$ cat config.mk
export PLATFORM = sky130hd
export DESIGN_NAME = port_filter_rule_table_unit
export DESIGN_NICKNAME = d
export VERILOG_FILES = /design/src/rtl/pfrt_pkg.sv /design/src/rtl/pfrt_cell.sv /design/src/rtl/port_filter_rule_table_unit.sv
export SDC_FILE = /design/constraint.sdc
export NUM_CORES = 2
export LEC_CHECK = 0
export ABC_AREA = 1
export BUFFER_PORTS_ARGS = -buffer_cell sky130_fd_sc_hd__buf_2
export CORE_MARGIN = 5
export CORE_UTILIZATION = 38
export CTS_BUF_LIST = sky130_fd_sc_hd__clkbuf_4
export DETAILED_ROUTE_END_ITERATION = 10
export SKIP_CTS_REPAIR_TIMING = 1
export SLEW_MARGIN = 20
export SYNTH_ARGS = -nofsm -noshare
export SYNTH_HDL_FRONTEND = slang
export SYNTH_HIERARCHICAL = 1
export SYNTH_SLANG_ARGS = --single-unit
export TNS_END_PERCENT = 50
$ cat constraint.sdc
create_clock -name clk -period 4.4 [get_ports clk]
set_input_delay 0.22 -clock clk [delete_from_list [all_inputs] [get_ports clk]]
set_output_delay 0.22 -clock clk [all_outputs]
set_load 0.05 [all_outputs]
$ cat src/rtl/pfrt_pkg.sv
// Shared constants, types and field layouts for the port filter rule table.
package pfrt_pkg;

  localparam int unsigned TABLE_DEPTH = 32;
  localparam int unsigned CNT_W = $clog2(TABLE_DEPTH + 1);
  localparam int unsigned POS_W = 5;
  localparam int unsigned RCNT_W = 6;
  localparam int unsigned CMP_W =
    (CNT_W > POS_W) ? ((CNT_W > RCNT_W) ? CNT_W : RCNT_W) :
    ((POS_W > RCNT_W) ? POS_W : RCNT_W);

  localparam int unsigned IN_DATA_W = 128;
  localparam int unsigned OUT_DATA_W = 64;
  localparam int unsigned CFG_IDX_W = 1;

  localparam logic [31:0] RESET_SERVER_ADDR = 32'hC0A8_3804;
  localparam logic [31:0] RESET_PROXY_ADDR = 32'h8301_0101;

  // functions selected by in_tuser
  localparam logic [1:0] FUNC_ADD = 2'd0;
  localparam logic [1:0] FUNC_DEL = 2'd1;
  localparam logic [1:0] FUNC_CLASSIFY = 2'd2;

  // rule kinds
  localparam logic [2:0] KIND_INBOUND = 3'd0;
  localparam logic [2:0] KIND_OUTBOUND = 3'd1;
  localparam logic [2:0] KIND_FORWARD = 3'd2;
  localparam logic [2:0] KIND_PROXY = 3'd3;
  localparam logic [2:0] KIND_INVALID = 3'd4;

  // hook points
  localparam logic [1:0] HOOK_INBOUND = 2'd0;
  localparam logic [1:0] HOOK_OUTBOUND = 2'd1;
  localparam logic [1:0] HOOK_FORWARD = 2'd2;
  localparam logic [1:0] HOOK_PROXY = 2'd3;

  // status codes
  localparam logic [1:0] STAT_OK = 2'd0;
  localparam logic [1:0] STAT_FULL = 2'd1;
  localparam logic [1:0] STAT_BAD_POS = 2'd2;

  // configuration register indexes
  localparam logic [CFG_IDX_W-1:0] CFG_SERVER_ADDR = 1'd0;
  localparam logic [CFG_IDX_W-1:0] CFG_PROXY_ADDR = 1'd1;

  // table edit broadcast to every cell
  typedef struct packed {
    logic             add_en;
    logic             del_en;
    logic [2:0]       kind;
    logic [15:0]      port;
    logic [POS_W-1:0] del_pos;
    logic [CNT_W-1:0] cnt;
  } edit_t;

  // search word handed from cell to cell
  typedef struct packed {
    logic        vld;
    logic [2:0]  kind;
    logic [15:0] port;
    logic        hit;
  } srch_t;

endpackage

$ cat src/rtl/pfrt_cell.sv
// One rule cell: holds a rule, takes edits, and passes the search word on.
module pfrt_cell (
  input  logic                  clk,
  input  logic                  rst_n,
  input  logic [pfrt_pkg::CNT_W-1:0] cell_idx,
  input  pfrt_pkg::edit_t       edit,
  input  logic [2:0]            nb_kind,
  input  logic [15:0]           nb_port,
  output logic [2:0]            kind_q,
  output logic [15:0]           port_q,
  input  pfrt_pkg::srch_t       srch_i,
  output pfrt_pkg::srch_t       srch_o
);
  import pfrt_pkg::*;

  logic [2:0]  kind_r;
  logic [15:0] port_r;
  srch_t       srch_r;
  srch_t       srch_nxt;
  logic        occ;
  logic        wr_sel;
  logic        shift_sel;
  logic        match;

  assign occ = CMP_W'(cell_idx) < CMP_W'(edit.cnt);
  assign wr_sel = edit.add_en && (cell_idx == edit.cnt);
  // delete: occupied cells at and above the removed position take the next cell's rule
  assign shift_sel = edit.del_en && occ && (CMP_W'(cell_idx) >= CMP_W'(edit.del_pos));
  assign match = occ && (srch_i.kind == kind_r) && (srch_i.port == port_r);

  always_ff @(posedge clk) begin
    if (wr_sel) begin
      kind_r <= edit.kind;
      port_r <= edit.port;
    end else if (shift_sel) begin
      kind_r <= nb_kind;
      port_r <= nb_port;
    end
  end

  always_comb begin
    srch_nxt = srch_i;
    srch_nxt.hit = srch_i.hit | (srch_i.vld & match);
  end

  always_ff @(posedge clk) begin
    if (!rst_n) begin
      srch_r <= '0;
    end else begin
      srch_r <= srch_nxt;
    end
  end

  assign kind_q = kind_r;
  assign port_q = port_r;
  assign srch_o = srch_r;

endmodule

$ cat src/rtl/port_filter_rule_table_unit.sv
// Top level of the port filter rule table: control, config and the cell row.
// Usage: each in_ word carries one command, chosen by in_tuser: add a rule,
// delete the rule at a position (oldest first), or classify a packet header.
// Every command yields exactly one out_ word with status, drop and rewrite
// flags, the destination after classification and the rule count.
// cfg_ writes set the server and proxy addresses; cfg_ready is always high,
// and writes are meant for when no command is in flight.
// One command at a time. Add, delete and the unused function pass from the
// result register into the output register; classify first waits for the
// search word to walk the row of rule cells, one cell per cycle. The next
// command is taken once the result has moved into the output register.
// Reset empties the table and restores both addresses. When out_tready is
// low the result holds in the output register and one more finished result
// waits behind it; in_tready stays low until it moves on.
module port_filter_rule_table_unit (
  input  logic                            clk,
  input  logic                            rst_n,
  // rule_kind[2:0] rule_port[18:3] del_position[23:19] hook_point[25:24]
  // src_addr[57:26] dst_addr[89:58] src_port[105:90] dst_port[121:106]
  input  logic [pfrt_pkg::IN_DATA_W-1:0]  in_tdata,
  // func[1:0]
  input  logic [1:0]                      in_tuser,
  input  logic                            in_tvalid,
  output logic                            in_tready,
  // status[1:0] drop[2] rewritten[3] out_dst_addr[35:4] out_dst_port[51:36]
  // rule_count[57:52]
  output logic [pfrt_pkg::OUT_DATA_W-1:0] out_tdata,
  output logic                            out_tvalid,
  input  logic                            out_tready,
  input  logic                            cfg_valid,
  output logic                            cfg_ready,
  input  logic [pfrt_pkg::CFG_IDX_W-1:0]  cfg_index,
  input  logic [31:0]                     cfg_data
);
  import pfrt_pkg::*;

  localparam logic [1:0] ST_IDLE = 2'd0;
  localparam logic [1:0] ST_SRCH = 2'd1;
  localparam logic [1:0] ST_DONE = 2'd2;

  typedef struct packed {
    logic [RCNT_W-1:0] rule_count;
    logic [15:0]       dst_port;
    logic [31:0]       dst_addr;
    logic              rewritten;
    logic              drop;
    logic [1:0]        status;
  } res_t;

  // input fields
  logic [1:0]       f_func;
  logic [2:0]       f_kind;
  logic [15:0]      f_rport;
  logic [POS_W-1:0] f_dpos;
  logic [1:0]       f_hook;
  logic [31:0]      f_saddr;
  logic [31:0]      f_daddr;
  logic [15:0]      f_sport;
  logic [15:0]      f_dport;

  assign f_kind = in_tdata[2:0];
  assign f_rport = in_tdata[18:3];
  assign f_dpos = in_tdata[23:19];
  assign f_hook = in_tdata[25:24];
  assign f_saddr = in_tdata[57:26];
  assign f_daddr = in_tdata[89:58];
  assign f_sport = in_tdata[105:90];
  assign f_dport = in_tdata[121:106];
  assign f_func = in_tuser;

  logic [1:0]       state_r, state_nxt;
  logic [CNT_W-1:0] cnt_r, cnt_nxt;
  logic [31:0]      srv_r, prx_r;
  logic             gate_r;
  logic             proxy_r;
  logic [31:0]      daddr_r;
  logic [15:0]      dport_r;
  logic [15:0]      sport_r;
  res_t             res_r, res_nxt;
  res_t             out_r;
  logic             out_vld_r;

  logic       acc;
  logic       full;
  logic       del_ok;
  logic       out_free;
  logic       hit;
  edit_t      edit;
  srch_t      launch;
  logic [2:0] key_kind;
  logic [15:0] key_port;
  logic       gate;

  srch_t       srch_w [TABLE_DEPTH+1];
  logic [2:0]  kind_w [TABLE_DEPTH];
  logic [15:0] port_w [TABLE_DEPTH];

  assign in_tready = (state_r == ST_IDLE);
  assign acc = in_tvalid && in_tready;
  assign full = CMP_W'(cnt_r) >= CMP_W'(TABLE_DEPTH);
  assign del_ok = CMP_W'(f_dpos) < CMP_W'(cnt_r);
  assign out_free = !out_vld_r || out_tready;
  assign cfg_ready = 1'b1;

  always_comb begin
    edit.add_en = acc && (f_func == FUNC_ADD) && !full;
    edit.del_en = acc && (f_func == FUNC_DEL) && del_ok;
    edit.kind = (f_kind > KIND_INVALID) ? KIND_INVALID : f_kind;
    edit.port = f_rport;
    edit.del_pos = f_dpos;
    edit.cnt = cnt_r;
  end

  // search key and address gate from the hook point
  always_comb begin
    unique case (f_hook)
      HOOK_INBOUND: begin
        key_kind = KIND_INBOUND;
        key_port = f_sport;
        gate = (f_saddr == srv_r);
      end
      HOOK_OUTBOUND: begin
        key_kind = KIND_OUTBOUND;
        key_port = f_dport;
        gate = (f_saddr == srv_r) || (f_daddr == srv_r);
      end
      HOOK_FORWARD: begin
        key_kind = KIND_FORWARD;
        key_port = f_sport;
        gate = (f_saddr == srv_r);
      end
      HOOK_PROXY: begin
        key_kind = KIND_PROXY;
        key_port = f_sport;
        gate = (f_saddr == srv_r);
      end
      default: begin
        key_kind = KIND_INVALID;
        key_port = f_sport;
        gate = 1'b0;
      end
    endcase
  end

  always_comb begin
    launch.vld = acc && (f_func == FUNC_CLASSIFY);
    launch.kind = key_kind;
    launch.port = key_port;
    launch.hit = 1'b0;
  end

  assign srch_w[0] = launch;

  // row of rule cells; cell i holds the rule at position i, oldest first
  for (genvar i = 0; i < TABLE_DEPTH; i++) begin : g_cell
    logic [2:0]  nb_kind;
    logic [15:0] nb_port;
    if (i == TABLE_DEPTH - 1) begin : g_last
      assign nb_kind = kind_w[i];
      assign nb_port = port_w[i];
    end else begin : g_mid
      assign nb_kind = kind_w[i+1];
      assign nb_port = port_w[i+1];
    end
    pfrt_cell u_cell (
      .clk      (clk),
      .rst_n    (rst_n),
      .cell_idx (CNT_W'(i)),
      .edit     (edit),
      .nb_kind  (nb_kind),
      .nb_port  (nb_port),
      .kind_q   (kind_w[i]),
      .port_q   (port_w[i]),
      .srch_i   (srch_w[i]),
      .srch_o   (srch_w[i+1])
    );
  end

  assign hit = srch_w[TABLE_DEPTH].hit && gate_r;

  always_comb begin
    cnt_nxt = cnt_r;
    if (edit.add_en) begin
      cnt_nxt = cnt_r + CNT_W'(1);
    end else if (edit.del_en) begin
      cnt_nxt = cnt_r - CNT_W'(1);
    end
  end

  always_comb begin
    state_nxt = state_r;
    res_nxt = res_r;
    unique case (state_r)
      ST_IDLE: begin
        if (acc) begin
          res_nxt = '0;
          res_nxt.rule_count = RCNT_W'(CMP_W'(cnt_nxt));
          case (f_func)
            FUNC_ADD: res_nxt.status = full ? STAT_FULL : STAT_OK;
            FUNC_DEL: res_nxt.status = del_ok ? STAT_OK : STAT_BAD_POS;
            default: res_nxt.status = STAT_OK;
          endcase
          state_nxt = (f_func == FUNC_CLASSIFY) ? ST_SRCH : ST_DONE;
        end
      end
      ST_SRCH: begin
        if (srch_w[TABLE_DEPTH].vld) begin
          res_nxt.status = STAT_OK;
          res_nxt.drop = hit && !proxy_r;
          res_nxt.rewritten = hit && proxy_r;
          res_nxt.dst_addr = (hit && proxy_r) ? prx_r : daddr_r;
          res_nxt.dst_port = (hit && proxy_r) ? sport_r : dport_r;
          state_nxt = ST_DONE;
        end
      end
      ST_DONE: begin
        if (out_free) begin
          state_nxt = ST_IDLE;
        end
      end
      default: state_nxt = ST_IDLE;
    endcase
  end

  always_ff @(posedge clk) begin
    if (!rst_n) begin
      state_r <= ST_IDLE;
      cnt_r <= '0;
      srv_r <= RESET_SERVER_ADDR;
      prx_r <= RESET_PROXY_ADDR;
      out_vld_r <= 1'b0;
    end else begin
      state_r <= state_nxt;
      cnt_r <= cnt_nxt;
      if (cfg_valid && cfg_ready) begin
        unique case (cfg_index)
          CFG_SERVER_ADDR: srv_r <= cfg_data;
          CFG_PROXY_ADDR: prx_r <= cfg_data;
          default: ;
        endcase
      end
      if (state_r == ST_DONE && out_free) begin
        out_vld_r <= 1'b1;
      end else if (out_tready) begin
        out_vld_r <= 1'b0;
      end
    end
  end

  // result register, packet context kept while the search word walks the row, and the output register
  always_ff @(posedge clk) begin
    res_r <= res_nxt;
    if (acc) begin
      gate_r <= gate;
      proxy_r <= (f_hook == HOOK_PROXY);
      daddr_r <= f_daddr;
      dport_r <= f_dport;
      sport_r <= f_sport;
    end
    if (state_r == ST_DONE && out_free) begin
      out_r <= res_r;
    end
  end

  assign out_tvalid = out_vld_r;
  assign out_tdata = OUT_DATA_W'(out_r);

endmodule

==> results.sh <==
export IMPL_num_vias=56300
export IMPL_place_gp_congestion=0.817
export IMPL_critPathLaunch="srv_r[9]"
export IMPL_coreArea_um2=203000
export IMPL_hold_path_class="primary input to flop"
export IMPL_max_cap_violations=0
export IMPL_hold_start="rst_n"
export IMPL_final_layout_size_suffix_gt1_share_pct=16.8
export IMPL_grt_first_pass_wirelength_mm=293
export IMPL_finClkSkew_ns=0.153
export IMPL_cp_end_kind="flop"
export IMPL_setup_viol=0
export IMPL_critical_path_reg2reg_startpoint="srv_r[9]"
export IMPL_initialDrtViolationCount=3165
export IMPL_grt_setup_unrepaired="false"
export IMPL_row_count=165
export IMPL_ir_drop_worst_vdd_uv=237
export IMPL_dieWidth_um=462
export IMPL_pwr_share_comb_pct=7.3
export IMPL_synthesized_netlist_cell_count=8470
export IMPL_cpMostUsedCell="sky130_fd_sc_hd__dlygate4sd3_1"
export IMPL_clock_root_buffer="sky130_fd_sc_hd__clkbuf_4"
export IMPL_final_nets=10200
export IMPL_switching_share_pct=24.5
export IMPL_fp_dieArea_um2=213000
export IMPL_layout_min_cycle_time_ns=4.13
export IMPL_worstReg2RegEnd="gate_r"
export IMPL_route_antenna_remaining_nets=0
export IMPL_setup_tns_ns=0
export IMPL_worst_slack_ns=0.271
export IMPL_drc=0
export IMPL_p_leak_nw=46.4
export IMPL_r2r_setup_slack_ns=0.27
export IMPL_syn_avg_cell_area_um2=9.15
export IMPL_worst_slew_margin_relative_to_its_limit_pct=24.6
export IMPL_outcome="complete, no violations"
export IMPL_area_growth_syn_to_layout_pct=17.5
export IMPL_initial_antenna_violation_count=9
export IMPL_max_stage_delay_ns=0.56
export IMPL_arrival_ns=5.23
export IMPL_max_slew_violation_total_from_the_final_report=0
export IMPL_route_detailed_wl_per_inst_um=14.7
export IMPL_die_height_um=462
export IMPL_floorplan_initialDensity_pct=38.3
export IMPL_fill_cell_instance_count_of_the_final_layout=19300
export IMPL_first_pass_iteration_count_of_the_detailed_router=5
export IMPL_grt_pass1_vias=56800
export IMPL_critical_path_slowest_cell="sky130_fd_sc_hd__dlygate4sd3_1"
export IMPL_layout_cells_non_filler=12700
export IMPL_dp_hpwl_mm=126
export IMPL_max_freq_mhz=242
export IMPL_numPlacedInstances=11700
export IMPL_power_switching_mw=7.35
export IMPL_hold_viol=0
export IMPL_routed_via_density=4.44
export IMPL_placement_io_buffers=221
export IMPL_internal_power_mw=22.7
export IMPL_htree_levels=5
export IMPL_grt_max_degree=118
export IMPL_crit_end="gate_r"
export IMPL_clkSinkCount=1516
export IMPL_max_slew_worst_pin_slew_ns=1.13
export IMPL_power_sequential_fraction_pct=50.4
export IMPL_cts_reportedPaths_clkPinSlew_ns=0.07
export IMPL_gr_usage_all_layers_pct=17.0
export IMPL_overflow=0
export IMPL_critical_path_class="flop to flop"
export IMPL_tritoncts="built"
export IMPL_routed_wirelength_mm=187
export IMPL_start_kind="flop"
export IMPL_insertion_delay_ns=1.36
export IMPL_timing_final_crit_share_pct=93.8
export IMPL_clockBufferDepth=4
export IMPL_cts_buffer_count=405
export IMPL_place_ws_ns=1.28
export IMPL_critPathMaxFanout=5
export IMPL_reg2regPathDepth=13
export IMPL_synth_cell_area_um2=77500
export IMPL_p_per_area_nw_per_um2=330
export IMPL_worst_ep_required_time_ns=5.50
export IMPL_synth_yosys_warnings=6
export IMPL_clock_power_share_pct=42.3
export IMPL_number_of_ports_placed_on_the_die_boundary=235
export IMPL_critical_path_cell_chain="inv_1, or2_2, nand3_1, dlygate4sd3_1, nor2_1, dlygate4sd3_1, nand2_1, dlygate4sd3_1, nor2_1, dlygate4sd3_1, nand2_1, dlygate4sd3_1, nand2_1"
-- cell usage in the layout, fill, tap and decap left out, types with 81 or more instances in the layout --
cell and instances:
sky130_fd_sc_hd__buf_4 81, sky130_fd_sc_hd__o21ai_0 329, sky130_fd_sc_hd__xnor2_1 123, sky130_fd_sc_hd__nand2_1 1958, sky130_fd_sc_hd__ha_1 359, sky130_fd_sc_hd__nor2_1 725
sky130_fd_sc_hd__dfxtp_1 724, sky130_fd_sc_hd__clkbuf_4 641, sky130_fd_sc_hd__a21oi_1 191, sky130_fd_sc_hd__nand3_1 160, sky130_fd_sc_hd__inv_1 2030, sky130_fd_sc_hd__dlygate4sd3_1 273
sky130_fd_sc_hd__conb_1 394, sky130_fd_sc_hd__mux2_4 608, sky130_fd_sc_hd__buf_2 220, sky130_fd_sc_hd__edfxtp_1 790
-- worst min-delay path by stage --
stage / cells after the start / endpoint
2_1_floorplan: 0 / daddr_r[0]
3_3_place_gp: 0 / out_tdata[24]
3_5_place_dp: 0 / out_tdata[17]
4_1_cts: 1 / daddr_r[20]
5_1_grt: 7 / gate_r
6_report: 4 / g_cell[11].u_cell/srch_o[17]
-- per-stage QoR --
stage / hold slack [ns] / cell area [um^2] / utilization [%] / power, mW
6_report: 0.0448 / 91100 / 45.0 / 30.0
5_1_grt: -0.0163 / 91100 / 45.0 / 31.5
4_1_cts: -1.15 / 88300 / 43.6 / 30.3
3_5_place_dp: 0.405 / 83000 / 41.0 / 17.4
3_3_place_gp: 0.401 / 83000 / 41.0 / 17.3
2_1_floorplan: 0.319 / 79000 / - / 16.7
-- critical path, delay by kind of cell, from the launching register on --
| kind | cells | cell delay (ns) |
|---|---|---|
| buffers and inverters | 6 | 2.85 |
| and+or+nand+nor | 7 | 0.68 |
| DFF | 1 | 0.32 |
-- power by group through the flow --
stage	Combinational [mW]	Sequential, mW	Clock, mW
finish	2.19	15.1	12.7
global route	2.48	15.1	13.9
CTS	1.97	15.1	13.1
detailed placement	1.96	15.4	0
global placement	1.88	15.4	0
floorplan	1.15	15.5	0
-- final cells by class --
cell class                      count  area (um^2)  share of cell area, %
Clock inverter                     88          480                  0.527
Antenna cell                       12         30.0                 0.0330
Multi-Input combinational cell   5139        32000                   35.1
Timing Repair Buffer              580         4560                   5.00
Inverter                         2034         7640                   8.38
Sequential cell                  1516        38300                   42.0
Tap cell                         2672         3340                   3.67
Clock buffer                      641         4810                   5.28
-- sequential cells by signal (all words and copies together), names as in the netlist --
signal / cells
sport_r: 16
prx_r: 32
out_tvalid: 1
g_cell.u_cell/srch_o: 653
daddr_r: 32
g_cell.u_cell/port_q: 512
proxy_r: 1
g_cell.u_cell/kind_q: 96
out_tdata: 58
cnt_r: 6
state_r: 2
res_r: 58
gate_r: 1
srv_r: 32
dport_r: 16
-- metal layers --
metal  global-route usage (%)  share of wire, %  vias up
met1                     21.8                46    26300
li1                         -                 -    28500
met2                     28.8                47     1173
met5                        0                 0        -
met3                     2.98               4.3      363
met4                     5.85               2.8        0
Power figures use the tool's default switching activity.
